### config.mk
export PLATFORM = sky130hd
export DESIGN_NAME = lpah_back
export DESIGN_NICKNAME = d
export VERILOG_FILES = /design/src/lpah_pkg.sv /design/src/lpah_back.sv
export SDC_FILE = /design/constraint.sdc
export NUM_CORES = 1
export LEC_CHECK = 0
export BUFFER_PORTS_ARGS = -buffer_cell sky130_fd_sc_hd__buf_4
export CELL_PAD_IN_SITES_DETAIL_PLACEMENT = 1
export CELL_PAD_IN_SITES_GLOBAL_PLACEMENT = 2
export CORE_AREA = 2 2 365 367
export DETAILED_ROUTE_END_ITERATION = 10
export DIE_AREA = 0 0 367 369
export GPL_ROUTABILITY_DRIVEN = 0
export PLACE_DENSITY_LB_ADDON = 0.1
export SKIP_LAST_GASP = 1
export SYNTH_ARGS = -nofsm -noshare
export SYNTH_HDL_FRONTEND = slang
export SYNTH_SLANG_ARGS = --single-unit
### constraint.sdc
create_clock -name clk -period 43.6 [get_ports clk]
set_clock_uncertainty 0.05 [all_clocks]
set_input_delay 8.72 -clock clk [delete_from_list [all_inputs] [get_ports clk]]
set_output_delay 8.72 -clock clk [all_outputs]
set_load 0.005 [all_outputs]
### src/lpah_pkg.sv
// Shared types and constants for the linear-probe accumulating hash table.
// No dependencies; all block modules but lpah_ram import this package.
package lpah_pkg;

  localparam int SLOT_BITS  = 10;
  localparam int DEPTH      = 1 << SLOT_BITS;
  localparam int MAX_PROBES = 32;
  localparam int PROBE_W    = $clog2(MAX_PROBES + 1);
  localparam int MIN_BITS   = 2;
  localparam int HASH_ROUNDS = 4;
  localparam int MIX_SHIFT  = 2;
  localparam int ROUND_W    = $clog2(HASH_ROUNDS);
  localparam int CFG_W      = 4;
  localparam int OCC_W      = SLOT_BITS + 1;
  localparam int IN_DATA_W  = 208;
  localparam int OUT_DATA_W = 248;
  localparam int QUEUE_DEPTH = 2;

  localparam logic [31:0] HASH_A = 32'h8c678e6b;
  localparam logic [31:0] HASH_B = 32'h9c16f733;
  localparam logic [31:0] HASH_P = 32'hFFFFFFFB;
  localparam logic [CFG_W-1:0] CFG_RESET = CFG_W'(SLOT_BITS);

  typedef enum logic [1:0] {
    MODE_ADD    = 2'd0,
    MODE_LOOKUP = 2'd1,
    MODE_READ   = 2'd2,
    MODE_CLEAR  = 2'd3
  } mode_t;

  localparam logic [2:0] ST_OK       = 3'd0;
  localparam logic [2:0] ST_HIT      = 3'd1;
  localparam logic [2:0] ST_FULL     = 3'd2;
  localparam logic [2:0] ST_ZERO_KEY = 3'd3;
  localparam logic [2:0] ST_MISS     = 3'd4;

  typedef struct packed {
    mode_t                mode;
    logic                 zero_key;
    logic [63:0]          key_start;
    logic [63:0]          key_end;
    logic [63:0]          work;
    logic [SLOT_BITS-1:0] slot_select;
    logic [SLOT_BITS-1:0] home;
  } op_t;

  typedef struct packed {
    logic        valid;
    logic [63:0] key_start;
    logic [63:0] key_end;
    logic [63:0] work;
    logic [31:0] hits;
  } slot_t;

  localparam int SLOT_W = $bits(slot_t);

  typedef struct packed {
    logic push;
    logic full;
  } qctl_t;

endpackage

### src/lpah_back.sv
// Back end: probes, updates and clears the slot memory and drives the result register.
// Depends on lpah_pkg; the slot memory is an lpah_ram outside this module.
module lpah_back import lpah_pkg::*; (
  input  logic                  clk,
  input  logic                  rst_n,
  input  logic                  cfg_we,
  input  logic [CFG_W-1:0]      cfg_wdata,
  input  op_t                   head,
  input  logic                  q_empty,
  output logic                  pop,
  output logic                  init_done,
  output logic                  ram_we,
  output logic [SLOT_BITS-1:0]  ram_waddr,
  output slot_t                 ram_wdata,
  output logic [SLOT_BITS-1:0]  ram_raddr,
  input  slot_t                 ram_rdata,
  output logic                  out_tvalid,
  input  logic                  out_tready,
  output logic [OUT_DATA_W-1:0] out_tdata,
  output logic [2:0]            out_tuser
);

  typedef enum logic [6:0] {
    B_INIT = 7'b0000001,
    B_IDLE = 7'b0000010,
    B_CLR  = 7'b0000100,
    B_RD   = 7'b0001000,
    B_RCHK = 7'b0010000,
    B_PRD  = 7'b0100000,
    B_PCHK = 7'b1000000
  } bstate_t;

  bstate_t              state_r, state_nxt;
  op_t                  op_r, op_nxt;
  logic [SLOT_BITS-1:0] sweep_r, sweep_nxt;
  logic [SLOT_BITS-1:0] probe_r, probe_nxt;
  logic [PROBE_W-1:0]   dist_r, dist_nxt;
  logic [OCC_W-1:0]     occ_r, occ_nxt;
  logic                 init_done_r, init_done_nxt;
  logic [CFG_W-1:0]     bits_r;
  logic                 ovalid_r, ovalid_nxt;
  logic [2:0]           ost_r, ost_nxt;
  logic [SLOT_BITS-1:0] oidx_r, oidx_nxt;
  slot_t                oent_r, oent_nxt;
  logic [CFG_W-1:0]     act_bits;
  logic [OCC_W-1:0]     cap;
  logic [SLOT_BITS-1:0] mask;
  logic [PROBE_W-1:0]   limit;
  logic                 out_free;
  logic                 key_match;
  slot_t                upd;

  always_comb begin
    act_bits = bits_r;
    if (bits_r < CFG_W'(MIN_BITS)) begin
      act_bits = CFG_W'(MIN_BITS);
    end else if (bits_r > CFG_W'(SLOT_BITS)) begin
      act_bits = CFG_W'(SLOT_BITS);
    end
  end

  assign cap       = OCC_W'(1) << act_bits;
  assign mask      = SLOT_BITS'(cap - 1'b1);
  assign limit     = (cap < OCC_W'(MAX_PROBES)) ? PROBE_W'(cap) : PROBE_W'(MAX_PROBES);
  assign out_free  = !ovalid_r || out_tready;
  assign init_done = init_done_r;
  assign key_match = (ram_rdata.key_start == op_r.key_start)
                  && (ram_rdata.key_end == op_r.key_end);
  assign ram_raddr = (state_r == B_PRD) ? probe_r : op_r.slot_select;

  assign out_tvalid = ovalid_r;
  assign out_tuser  = ost_r;
  assign out_tdata  = {3'b000, occ_r, oent_r.hits, oent_r.work,
                       oent_r.key_end, oent_r.key_start, oidx_r};

  always_comb begin
    state_nxt     = state_r;
    op_nxt        = op_r;
    sweep_nxt     = sweep_r;
    probe_nxt     = probe_r;
    dist_nxt      = dist_r;
    occ_nxt       = occ_r;
    init_done_nxt = init_done_r;
    ovalid_nxt    = ovalid_r && !out_tready;
    ost_nxt       = ost_r;
    oidx_nxt      = oidx_r;
    oent_nxt      = oent_r;
    pop           = 1'b0;
    ram_we        = 1'b0;
    ram_waddr     = probe_r;
    ram_wdata     = '0;
    upd           = ram_rdata;
    unique case (state_r)
      B_INIT, B_CLR: begin
        ram_we    = 1'b1;
        ram_waddr = sweep_r;
        sweep_nxt = sweep_r + 1'b1;
        if (sweep_r == SLOT_BITS'(DEPTH - 1)) begin
          state_nxt = B_IDLE;
          if (state_r == B_INIT) begin
            init_done_nxt = 1'b1;
          end else begin
            ovalid_nxt = 1'b1;
            ost_nxt    = ST_OK;
            oidx_nxt   = '0;
            oent_nxt   = '0;
          end
        end
      end
      B_IDLE: begin
        if (!q_empty && out_free) begin
          pop    = 1'b1;
          op_nxt = head;
          if (head.mode == MODE_CLEAR) begin
            occ_nxt   = '0;
            sweep_nxt = '0;
            state_nxt = B_CLR;
          end else if (head.mode == MODE_READ) begin
            if (OCC_W'(head.slot_select) >= cap) begin
              ovalid_nxt = 1'b1;
              ost_nxt    = ST_MISS;
              oidx_nxt   = '0;
              oent_nxt   = '0;
            end else begin
              state_nxt = B_RD;
            end
          end else if (head.zero_key) begin
            ovalid_nxt = 1'b1;
            ost_nxt    = ST_ZERO_KEY;
            oidx_nxt   = '0;
            oent_nxt   = '0;
          end else begin
            probe_nxt = head.home & mask;
            dist_nxt  = '0;
            state_nxt = B_PRD;
          end
        end
      end
      B_RD: state_nxt = B_RCHK;
      B_RCHK: begin
        ovalid_nxt = 1'b1;
        oidx_nxt   = op_r.slot_select;
        if (ram_rdata.valid) begin
          ost_nxt  = ST_OK;
          oent_nxt = ram_rdata;
        end else begin
          ost_nxt  = ST_MISS;
          oent_nxt = '0;
        end
        state_nxt = B_IDLE;
      end
      B_PRD: state_nxt = B_PCHK;
      B_PCHK: begin
        if (!ram_rdata.valid || key_match) begin
          state_nxt  = B_IDLE;
          ovalid_nxt = 1'b1;
          if (op_r.mode == MODE_ADD) begin
            if (!ram_rdata.valid) begin
              upd.valid     = 1'b1;
              upd.key_start = op_r.key_start;
              upd.key_end   = op_r.key_end;
              upd.work      = op_r.work;
              upd.hits      = 32'd1;
              occ_nxt       = occ_r + 1'b1;
              ost_nxt       = ST_OK;
            end else begin
              upd.work = ram_rdata.work + op_r.work;
              upd.hits = ram_rdata.hits + 1'b1;
              ost_nxt  = ST_HIT;
            end
            ram_we    = 1'b1;
            ram_wdata = upd;
            oidx_nxt  = probe_r;
            oent_nxt  = upd;
          end else if (key_match) begin
            ost_nxt  = ST_HIT;
            oidx_nxt = probe_r;
            oent_nxt = ram_rdata;
          end else begin
            ost_nxt  = ST_MISS;
            oidx_nxt = '0;
            oent_nxt = '0;
          end
        end else if (dist_r + 1'b1 == limit) begin
          state_nxt  = B_IDLE;
          ovalid_nxt = 1'b1;
          ost_nxt    = (op_r.mode == MODE_ADD) ? ST_FULL : ST_MISS;
          oidx_nxt   = '0;
          oent_nxt   = '0;
        end else begin
          probe_nxt = (probe_r + 1'b1) & mask;
          dist_nxt  = dist_r + 1'b1;
          state_nxt = B_PRD;
        end
      end
      default: state_nxt = B_IDLE;
    endcase
  end

  always_ff @(posedge clk) begin
    if (!rst_n) begin
      state_r     <= B_INIT;
      sweep_r     <= '0;
      occ_r       <= '0;
      init_done_r <= 1'b0;
      bits_r      <= CFG_RESET;
      ovalid_r    <= 1'b0;
    end else begin
      state_r     <= state_nxt;
      sweep_r     <= sweep_nxt;
      occ_r       <= occ_nxt;
      init_done_r <= init_done_nxt;
      ovalid_r    <= ovalid_nxt;
      if (cfg_we) begin
        bits_r <= cfg_wdata;
      end
    end
    op_r    <= op_nxt;
    probe_r <= probe_nxt;
    dist_r  <= dist_nxt;
    ost_r   <= ost_nxt;
    oidx_r  <= oidx_nxt;
    oent_r  <= oent_nxt;
  end

endmodule

=== Word-level counts from Yosys, hierarchy flattened ===
Cells that the tools add are included.

* Register bits: 491
* Latch bits: 0
* RAM bits: 0
* Memory bits (read-only): 0
* Bits of input ports: 449
* Output and inout bits: 500
* Logic and storage cells: 181
* Memories: 0

* Add/subtract/negate cells: 7
* $mul: 0
* Div/mod/pow operators: 0
* Order comparisons: 4
* Eq/ne operators: 30
* Shifts and indexed selects: 1
* Muxes and demuxes: 97
* Bitwise gates (word level): 2
* Reductions and logical operators: 21

{| class="wikitable"
|+ Operators with widths
! operator !! count
|-
| two-way mux 224 bit || 12
|-
| case mux 224 bit (4 select lines) || 1
|-
| two-way mux 225 bit || 3
|-
| two-way mux 10 bit || 21
|-
| == test 64 bit || 2
|-
| two-way mux 128 bit || 1
|-
| two-way mux 96 bit || 1
|-
| adder 64 bit || 1
|-
| two-way mux 11 bit || 5
|-
| two-way mux 6 bit || 9
|-
| two-way mux 7 bit || 6
|-
| case mux 10 bit (2 select lines) || 2
|-
| case mux 10 bit (4 select lines) || 1
|-
| two-way mux 3 bit || 13
|-
| case mux 7 bit (5 select lines) || 1
|-
| adder 32 x 1 -> 32 bit (second input constant) || 1
|-
| != test 2 bit (second input constant) || 12
|-
| case mux 11 bit (2 select lines) || 1
|-
| adder 10 x 1 -> 10 bit (second input constant) || 2
|-
| bitwise AND 10 bit || 2
|-
| two-way mux 1 bit || 14
|-
| case mux 3 bit (4 select lines) || 1
|-
| case mux 6 bit (2 select lines) || 1
|-
| adder 11 x 1 -> 11 bit (second input constant) || 1
|-
| 35 further kinds || 48
|}

=== Longest topological paths before layout ===
Gate-level depths: netlist (run 1).

* Word-level depth: 11
* Depth in mapped cells: 13
* Depth with buffers taken out: 12

=== Least setup slack after synthesis (run 1) ===
Ideal clock, no wire load.

* Path kind: in2reg
* Start point: input port ram_rdata[141] in the netlist's numbering
* End point: register oidx_r[0] (enable)
* Setup time: 1.414 ns
* Arrival: 32.893 ns
* Required time: 42.136 ns
* Setup slack: 9.244 ns
* Stages on the path: 10
* Path buffers: 1
* Cell sequence: xnor2_1 o221ai_1 nor4_1 nand4_1 or4_1 buf_2 nand2_1 a21oi_1 and2_1 nor4_1

* Word-level cells in the longest chain between the ends: 5

{| class="wikitable"
|+ RTL lines
! element !! line !! text
|-
| start, declared || lpah_back.sv:16 || <nowiki>input slot_t ram_rdata,</nowiki>
|-
| == test 64 bit || lpah_back.sv:68 || <nowiki>&& (ram_rdata.key_end == op_r.key_end);</nowiki>
|-
| logical AND 1 bit || lpah_back.sv:68 ||
|-
| logical OR 1 bit || lpah_back.sv:154 || <nowiki>if (!ram_rdata.valid || key_match) begin</nowiki>
|-
| != test 3 bit (no line) || -- ||
|-
| AND reduction 8 bit (no line) || -- ||
|-
| end signal, assigned || lpah_back.sv:222 || <nowiki>oidx_r <= oidx_nxt;</nowiki>
|-
| end, declared || lpah_back.sv:43 || <nowiki>logic [SLOT_BITS-1:0] oidx_r, oidx_nxt;</nowiki>
|}

Every way passes these cells.
A chain may end at the register's enable or synchronous reset.

==> flow_metrics.env, run 1 <==
export IMPL_r2r_cells=11
export IMPL_status="finished, final reports clean"
export IMPL_cts_sinks=491
export IMPL_power_density_mw_per_mm2=36.0
export IMPL_setup_ws_ns=21.26
export IMPL_cp_start_kind="input pin"
export IMPL_seq_area_mm2=0.0144
export IMPL_final_common_cell="buf_4"
export IMPL_grt_overflow=0
export IMPL_pre_cts_slack_ns=21.21
export IMPL_cts_resized=0
export IMPL_ys_types=86
export IMPL_fin_nets=3797
export IMPL_hpwl_mm=136
export IMPL_wl_per_cell_um=32.9
export IMPL_yosysSeqAreaShare_pct=53.7
export IMPL_min_period_ns=22.34
export IMPL_synth_top_area_share_pct=51.1
export IMPL_hp_class="register to register"
export IMPL_hold_start="init_done"
export IMPL_final_max_slew_viol_count=0
export IMPL_synth_area_top_cells="edfxtp_1 (51%), a21o_1 (6.4%), xnor2_1 (5.5%)"
export IMPL_r2r_start="op_r[179]"
export IMPL_drt_total_wl_mm=167
export IMPL_via_per_inst=4.81
export IMPL_postPlaceCellArea_mm2=0.0359
export IMPL_grt_usage_pct=23.7
export IMPL_first_iter_violations=1700
export IMPL_cts_buffer_depth=3
export IMPL_grt_pass1_wl_mm=224
export IMPL_fin_area_mm2=0.0381
export IMPL_synth_seq_cells=491
export IMPL_h_tree_depth=3
export IMPL_setup_worst_path_end_class="output port"
export IMPL_rrSetupSlack_ns=36.70
export IMPL_cts_made_buffers=70
export IMPL_drive_above_1_share_pct=33.8
export IMPL_path_class="input pin to output port"
export IMPL_cts_tree="built"
export IMPL_grt_pass1_vias=25500
export IMPL_worstHoldPathCells=1
export IMPL_core_area_mm2=0.131
export IMPL_max_cap_viol_count=0
export IMPL_pin_count=949
export IMPL_areaGrowthSynthToFinish_pct=41.9
export IMPL_leakagePower_nw=16.7
export IMPL_crit_fanout=70
export IMPL_initial_core_util_pct=20.5
export IMPL_cp_required_ns=34.83
export IMPL_vias=24400
export IMPL_row_count=133
export IMPL_clk_pin_slew_ns=0.05
export IMPL_netlist_area_mm2=0.0268
export IMPL_ys_async_sr_fraction_pct=0
export IMPL_synth_main_ff_cell="edfxtp_1"
export IMPL_setup_viol=0
export IMPL_dieHeight_um=369
export IMPL_syn_area_per_cell_um2=11.5
export IMPL_yosysWarningCount=0
export IMPL_drc=0
export IMPL_hold_viol=0
export IMPL_dieArea_mm2=0.135
export IMPL_synthCells=2341
export IMPL_dr_pass1_iters=5
export IMPL_fmaxAchievable_mhz=44.8
export IMPL_r2r_end="out_tdata[203]"
export IMPL_final_cell_mix="buf_4 (967), edfxtp_1 (457), a21o_1 (230)"
export IMPL_hold_buffers=0
export IMPL_hold_end="init_done"
export IMPL_drtAntennaViolNets=0
export IMPL_max_slew_margin_pct=20.2
export IMPL_antenna_found_initial=37
export IMPL_worst_pin_slew_ns=1.20
export IMPL_peakVddDrop_mv=0.0268
export IMPL_insertion_delay_ns=0.70
export IMPL_multi_input_comb_area_mm2=0.0118
export IMPL_final_setup_tns_ns=0
export IMPL_rsz0062_at_grt="no"
export IMPL_grt_max_degree=135
export IMPL_fillerInstances=14900
export IMPL_post_cts_buffers=0
export IMPL_fin_crit_sh_pct=51.2
export IMPL_fp_dieW_um=367
export IMPL_io_buffers=945
export IMPL_root_buffer="clkbuf_16"
export IMPL_critPathArrivalTime_ns=13.57
export IMPL_synth_edf_count=457
export IMPL_yosysTopAreaCell="edfxtp_1"
## layout make-up
cell class,instances,share of cell area (%)
repair buffers,969,19.2
diodes,10,0.0657
flip-flops and latches,491,37.8
inverters,50,0.512
clock inverters,33,0.877
multi-input cells,1686,31.0
well taps,1755,5.76
clock buffers,87,4.84
## layer usage
| metal | global-route usage (%) | wire, µm | vias up |
|---|---|---|---|
| met5 | 0 | 251 | - |
| met4 | 6.09 | 3800 | 42 |
| met2 | 38.9 | 78600 | 947 |
| met1 | 29.2 | 68800 | 12500 |
| met3 | 8.83 | 15500 | 207 |
| li1 | - | - | 10700 |
## critical path: stages
cell and delay, ns:
buf_4 0.22, xor2_1 0.18, nor4_1 0.98, nand2_1 0.13, or4_1 0.76, nor2_4 0.18
buf_4 0.62, buf_4 0.85, a22o_1 0.54, buf_4 0.20
## cell families after synthesis
kind of cell / synth area share (%)
AND/OR/NAND/NOR: 10.2
other: 0.0280
flip-flops: 53.7
AO/OA/AOI/OAI: 19.1
adder cells (fa/ha/maj): 3.76
buffers and inverters: 2.60
XOR/XNOR: 7.63
multiplexers: 2.96
## cell usage after synthesis, types with 15 or more instances
| library cell | count |
|---|---|
| edfxtp_1 | 457 |
| a21o_1 | 230 |
| nor2_1 | 179 |
| xnor2_1 | 168 |
| nand2_1 | 149 |
| a22o_1 | 128 |
| a21oi_1 | 114 |
| o21ai_0 | 86 |
| ha_1 | 79 |
| xor2_1 | 66 |
| clkbuf_1 | 59 |
| mux2i_1 | 59 |
| nand4_1 | 57 |
| nand3_1 | 50 |
| inv_1 | 49 |
| buf_2 | 41 |
| dfxtp_1 | 34 |
| nor3_1 | 26 |
| o21bai_1 | 24 |
| nor2b_1 | 22 |
| mux2_2 | 18 |
| nor4_1 | 17 |
| and2_1 | 16 |
| buf_1 | 16 |
| or3_1 | 16 |
| o211ai_1 | 15 |
## worst max path at each step
stage                     depth (start not counted)  slack, ns      startpoint        endpoint
after floorplan                                  10       9.24  ram_rdata[141]       oidx_r[0]
after global placement                           11      21.22  ram_rdata[140]  ram_wdata[204]
after detailed placement                         11      21.21  ram_rdata[140]  ram_wdata[204]
after CTS                                        11      21.20  ram_rdata[140]  ram_wdata[204]
after global routing                             11      21.05  ram_rdata[140]  ram_wdata[204]
final                                            10      21.26  ram_rdata[191]  ram_wdata[204]
## registers in the layout, summed over array words and instances, names as in the netlist, 3 cells and up
| name | flops |
|---|---|
| sweep_r | 10 |
| oidx_r | 10 |
| dist_r | 6 |
| occ_r | 11 |
| bits_r | 4 |
| out_tdata | 224 |
| op_r | 204 |
| probe_r | 10 |
| out_tuser | 3 |
| state_r | 7 |
## stage by stage
stage / power (W) / utilization, % / std cells / hold WS, ns
6_report: 0.00137 / 29.0 / 5081 / 0.423
5_1_grt: 0.00143 / 29.0 / 5074 / 0.463
4_1_cts: 0.00140 / 29.0 / 5071 / 0.431
3_5_place_dp: 0.000815 / 27.4 / 4951 / 0.418
3_3_place_gp: 0.000815 / 27.4 / 4951 / 0.418
2_1_floorplan: 0.000694 / - / 2346 / 0.408
## where the power goes
part | switching [W] | internal, W
Sequential | 0.0000180 | 0.000557
Clock | 0.000248 | 0.000320
Combinational | 0.000134 | 0.0000944
Total | 0.000400 | 0.000971
No activity file was read; power rests on OpenSTA's default activity.
==> run 2: changes to the inputs <==
- clock period: 43.6 -> 20.7 ns (I/O delays scaled with it)
==> flow_metrics.env, run 2 (synthesized netlist as in run 1, its figures left out) <==
export IMPL_met3_usage_pct=8.93
export IMPL_fillerInstances=14800
export IMPL_final_cells=5088
export IMPL_p_clk_share_pct=42.1
export IMPL_critPathArrivalTime_ns=9.37
export IMPL_rsz0062_at_grt="no"
export IMPL_path_class="input pin to output port"
export IMPL_grt_overflow=0
export IMPL_final_max_slew_viol_count=0
export IMPL_fp_dieW_um=367
export IMPL_first_iter_violations=1672
export IMPL_final_setup_tns_ns=0
export IMPL_rrSetupSlack_ns=14.31
export IMPL_initial_core_util_pct=20.5
export IMPL_grtUsageMet2_pct=39.9
export IMPL_min_period_ns=13.56
export IMPL_areaGrowthSynthToFinish_pct=42.4
export IMPL_core_area_mm2=0.131
export IMPL_root_buffer="clkbuf_16"
export IMPL_grt_max_degree=134
export IMPL_cp_slowest_cell="buf_4"
export IMPL_final_cell_mix="buf_4 (963), edfxtp_1 (457), a21o_1 (230)"
export IMPL_setup_viol=0
export IMPL_status="finished, final reports clean"
export IMPL_max_slew_margin_pct=22.1
export IMPL_p_sw_w=0.000835
export IMPL_max_stage_delay_ns=0.82
export IMPL_cp_start_kind="input pin"
export IMPL_drc=0
export IMPL_via_per_inst=4.80
export IMPL_grt_pass1_wl_mm=224
export IMPL_drt_total_wl_mm=168
export IMPL_pin_count=949
export IMPL_insertion_delay_ns=0.68
export IMPL_drive_above_1_share_pct=34.0
export IMPL_peakVddDrop_mv=0.0566
export IMPL_max_cap_viol_count=0
export IMPL_row_count=133
export IMPL_post_cts_buffers=0
export IMPL_fin_crit_sh_pct=65.5
export IMPL_p_int_w=0.00210
export IMPL_crit_path_frequent_cell="buf_4"
export IMPL_cts_tree="built"
export IMPL_crit_fanout=71
export IMPL_dieArea_mm2=0.135
export IMPL_setup_worst_path_end_class="output port"
export IMPL_cts_resized=0
export IMPL_final_common_cell="buf_4"
export IMPL_fmaxAchievable_mhz=73.7
export IMPL_leakagePower_nw=16.7
export IMPL_grt_pass1_vias=25800
export IMPL_fin_nets=3794
export IMPL_vias=24400
export IMPL_p_sw_share_pct=28.5
export IMPL_dr_pass1_iters=7
export IMPL_pwr_share_seq_pct=41.2
export IMPL_largest_reg_flops=224
export IMPL_crit_chain="buf_4 -> xnor2_1 -> nand4_1 -> nor4_1 -> nand4_1 -> or4_1 -> nor2_4 -> buf_4 -> buf_4 -> a22o_1 -> buf_4"
export IMPL_hold_buffers=0
export IMPL_grt_usage_pct=23.9
export IMPL_hp_class="register to register"
export IMPL_hold_viol=0
export IMPL_place_inst=4948
export IMPL_cts_sinks=491
export IMPL_grt_util_met1_pct=28.7
export IMPL_h_tree_depth=3
export IMPL_cts_made_buffers=70
export IMPL_hpwl_mm=138
export IMPL_cts_buffer_depth=3
export IMPL_combPwrFrac_pct=16.6
export IMPL_power_density_mw_per_mm2=76.7
export IMPL_clk_pin_slew_ns=0.06
export IMPL_io_buffers=945
export IMPL_cp_required_ns=16.51
export IMPL_busiest_layer="met2"
export IMPL_worst_pin_slew_ns=1.17
export IMPL_antenna_found_initial=40
export IMPL_drtAntennaViolNets=0
export IMPL_dieHeight_um=369
export IMPL_wl_per_cell_um=33.0
[run 2: layout make-up]
class	count	area (µm²)	area share, %
clock inverters	43	425	1.11
well taps	1755	2200	5.75
clock buffers	84	1880	4.91
flip-flops and latches	491	14400	37.7
multi-input cells	1686	11800	30.9
repair buffers	966	7290	19.1
inverters	50	195	0.511
diodes	13	32.5	0.0851
[run 2: worst max-delay path: cells and delay by family]
kind / cells / cell delay, ns
AO/OA/AOI/OAI: 1 / 0.59
XOR/XNOR: 1 / 0.81
buffers and inverters: 4 / 1.82
AND/OR/NAND/NOR: 5 / 1.81
[run 2: power groups by stage]
stage	Sequential, W	Clock, W	Combinational, W
CTS	0.00121	0.00127	0.000495
global route	0.00121	0.00130	0.000523
floorplan	0.00125	0	0.000179
finish	0.00121	0.00123	0.000488
global placement	0.00123	0	0.000493
detailed placement	0.00123	0	0.000493
[run 2: through the flow]
stage | area, µm² | util [%] | total power, W | hold WS [ns] | setup slack, ns
5_1_grt | 38200 | 29.1 | 0.00304 | 0.478 | 6.86
6_report | 38200 | 29.1 | 0.00293 | 0.452 | 7.14
3_5_place_dp | 35900 | 27.4 | 0.00172 | 0.454 | 7.22
3_3_place_gp | 35900 | 27.4 | 0.00172 | 0.420 | 7.25
4_1_cts | 38200 | 29.1 | 0.00298 | 0.462 | 7.21
2_1_floorplan | 26900 | - | 0.00143 | 0.408 | 1.19
[run 2: path summary, 6_finish.rpt]
| path | to | start | depth (start not counted) |
|---|---|---|---|
| setup / recovery | ram_wdata[204] | ram_rdata[209] | 11 |
| hold / removal | init_done | init_done | 1 |
| setup reg to reg | out_tdata[228] | op_r[197] | 11 |
| hold reg to reg | init_done | init_done | 1 |
[run 2: routing by layer]
layer | share of wire [%] | vias to the layer above
met4 | 2.5 | 30
met3 | 9.2 | 204
met2 | 48 | 1004
li1 | - | 10700
met1 | 40 | 12500
met5 | 0.13 | -
==> run 3: changes to the inputs <==
- ABC_AREA: not set -> 1
- CORE_AREA: 2 2 365 367 -> 2 2 369 371
- DIE_AREA: 0 0 367 369 -> 0 0 371 373
- clock period: 20.7 -> 12.6 ns (I/O delays scaled with it)
==> flow_metrics.env, run 3 <==
export IMPL_synth_simple_gate_area_share_pct=27.1
export IMPL_startpoint="ram_rdata[142]"
export IMPL_wl_per_cell_um=27.1
export IMPL_yosysTopAreaCell="edfxtp_1"
export IMPL_critPathTopFamily="buffers and inverters"
export IMPL_initial_core_util_pct=21.4
export IMPL_core_area_mm2=0.135
export IMPL_cts_buffer_depth=3
export IMPL_crit_fanout=94
export IMPL_syn_area_per_cell_um2=8.31
export IMPL_cts_resized=0
export IMPL_synth_top_area_share_pct=47.7
export IMPL_grt_overflow=0
export IMPL_worst_pin_slew_ns=1.40
export IMPL_ys_types=55
export IMPL_cp_start_kind="input pin"
export IMPL_grt_pass1_wl_mm=232
export IMPL_setup_viol=0
export IMPL_ys_async_sr_fraction_pct=0
export IMPL_cp_slowest_cell="inv_6"
export IMPL_max_stage_delay_ns=0.75
export IMPL_yosys_top_cells_count="nand2_1 (1071), edfxtp_1 (457), nor2_1 (368)"
export IMPL_postPlaceCellArea_mm2=0.0379
export IMPL_areaGrowthSynthToFinish_pct=39.8
export IMPL_io_buffers=945
export IMPL_yosysWarningCount=0
export IMPL_cp_required_ns=10.03
export IMPL_critPathArrivalTime_ns=6.91
export IMPL_synth_xor_area_share_pct=5.09
export IMPL_final_cells=6260
export IMPL_hp_class="register to register"
export IMPL_fin_nets=4941
export IMPL_rrSetupSlack_ns=7.60
export IMPL_insertion_delay_ns=0.68
export IMPL_max_slew_margin_pct=6.44
export IMPL_post_cts_buffers=0
export IMPL_crit_path_frequent_cell="buf_4"
export IMPL_peakVddDrop_mv=0.180
export IMPL_hpwl_mm=136
export IMPL_cp_depth=15
export IMPL_final_core_util_pct=29.9
export IMPL_synth_edf_count=457
export IMPL_grt_max_degree=151
export IMPL_hold_viol=0
export IMPL_cts_sinks=491
export IMPL_drive_above_1_share_pct=25.1
export IMPL_hold_buffers=0
export IMPL_final_common_cell="nand2_1"
export IMPL_r2r_start="op_r[130]"
export IMPL_endpoint="ram_wdata[116]"
export IMPL_vias=28500
export IMPL_final_setup_tns_ns=0
export IMPL_row_count=135
export IMPL_synth_compound_area_share_pct=8.01
export IMPL_pin_count=949
export IMPL_drtAntennaViolNets=0
export IMPL_fin_area_mm2=0.0402
export IMPL_synth_area_top_cells="edfxtp_1 (48%), nand2_1 (14%), nor2_1 (4.8%)"
export IMPL_synth_main_ff_cell="edfxtp_1"
export IMPL_synthCells=3460
export IMPL_place_inst=6121
export IMPL_path_class="input pin to output port"
export IMPL_yosysSeqAreaShare_pct=50.1
export IMPL_r2r_cells=12
export IMPL_status="finished, final reports clean"
export IMPL_synth_seq_cells=491
export IMPL_power_density_mw_per_mm2=160
export IMPL_final_max_slew_viol_count=0
export IMPL_via_per_inst=4.55
export IMPL_crit_chain="buf_4 -> xnor2_1 -> nand3_1 -> nor4_1 -> nand3_1 -> nor2_1 -> nand2_2 -> inv_1 -> nand4_1 -> buf_4 -> inv_6 -> buf_12 -> nand2_1 -> nand2_1 -> buf_4"
export IMPL_grt_pass1_vias=29200
export IMPL_fin_crit_sh_pct=75.3
export IMPL_drc=0
export IMPL_cts_made_buffers=70
export IMPL_synthMuxAreaShare_pct=0
export IMPL_dr_pass1_iters=5
export IMPL_root_buffer="clkbuf_16"
export IMPL_h_tree_depth=3
export IMPL_seq_area_mm2=0.0144
export IMPL_dieArea_mm2=0.138
export IMPL_first_iter_violations=1502
export IMPL_synth_fa_ha_area_share_pct=3.51
export IMPL_largest_reg_flops=224
export IMPL_synth_top_family_by_area="simple AND/OR/NAND/NOR gates"
export IMPL_antenna_found_initial=42
export IMPL_cts_tree="built"
export IMPL_synth_most_common_cell="nand2_1"
export IMPL_grt_usage_pct=23.7
export IMPL_multi_input_comb_area_mm2=0.0126
export IMPL_fmaxAchievable_mhz=105
export IMPL_rsz0062_at_grt="no"
export IMPL_fillerInstances=16000
export IMPL_drt_total_wl_mm=169
export IMPL_setup_worst_path_end_class="output port"
export IMPL_clk_pin_slew_ns=0.06
export IMPL_final_cell_mix="nand2_1 (1071), buf_4 (964), edfxtp_1 (457)"
export IMPL_leakagePower_nw=18.1
export IMPL_max_cap_viol_count=0
export IMPL_dieHeight_um=373
export IMPL_netlist_area_mm2=0.0288
export IMPL_r2r_end="out_tdata[153]"
export IMPL_path_buf_inv=6
export IMPL_min_period_ns=9.48
export IMPL_fp_dieW_um=371
## run 3: cell count changes in the layout (fill, tap and decap cells not counted), moves of 59 or more
cell     delta
nand2_1   +922
inv_1     +288
a21o_1    -218
nand3_1   +216
nor2_1    +187
a22o_1    -128
xnor2_1    -73
o21ai_0    +65
mux2i_1    -59
## run 3: through the flow
stage / total power [W] / hold slack (ns) / worst slack [ns]
after CTS: 0.00654 / 0.436 / 2.82
after detailed placement: 0.00445 / 0.422 / 2.83
after global placement: 0.00446 / 0.419 / 2.87
after global routing: 0.00674 / 0.463 / 2.56
after floorplan: 0.00324 / 0.389 / 1.93
final: 0.00642 / 0.429 / 3.12
## run 3: cell type report
class                           count  area share (%)
Clock buffer                       86            4.59
Clock inverter                     40            1.05
Sequential cell                   491            35.8
Timing Repair Buffer              969            18.3
Antenna cell                       13          0.0809
Tap cell                         1781            5.54
Multi-Input combinational cell   2537            31.4
Inverter                          343            3.22
## run 3: layer usage
| metal | routed length (µm) | global-route usage (%) | up-vias |
|---|---|---|---|
| met2 | 81900 | 40.9 | 855 |
| met4 | 3830 | 5.14 | 34 |
| met5 | 216 | 0 | - |
| met1 | 71300 | 29.1 | 14000 |
| li1 | - | - | 13500 |
| met3 | 12100 | 6.83 | 186 |
## run 3: worst min-delay path, stage by stage, from the launching register on
cell and delay (ns):
dfxtp_1 0.33, a21oi_1 0.04, nor2_1 0.07
## run 3: logic make-up (layout without fill, tap and decap cells)
family                   count (synthesis)  in the layout
AO/OA/AOI/OAI                          412            412
XOR/XNOR                               167            167
adder cells (fa/ha/maj)                 80             80
buffers and inverters                  437           1438
flip-flops                             491            491
other                                    2             20
AND/OR/NAND/NOR                       1871           1871
## run 3: how the worst min path moves through the flow
stage | from | to | cells after the start
final | init_done | init_done | 2
after global routing | sweep_r[9] | sweep_r[9] | 2
after CTS | sweep_r[9] | sweep_r[9] | 2
after detailed placement | sweep_r[9] | sweep_r[9] | 2
after global placement | sweep_r[9] | sweep_r[9] | 2
after floorplan | sweep_r[4] | sweep_r[4] | 2
## run 3: power breakdown
part | switching, W | internal [W]
Combinational | 0.00117 | 0.000682
Clock | 0.000860 | 0.00117
Sequential | 0.000195 | 0.00234
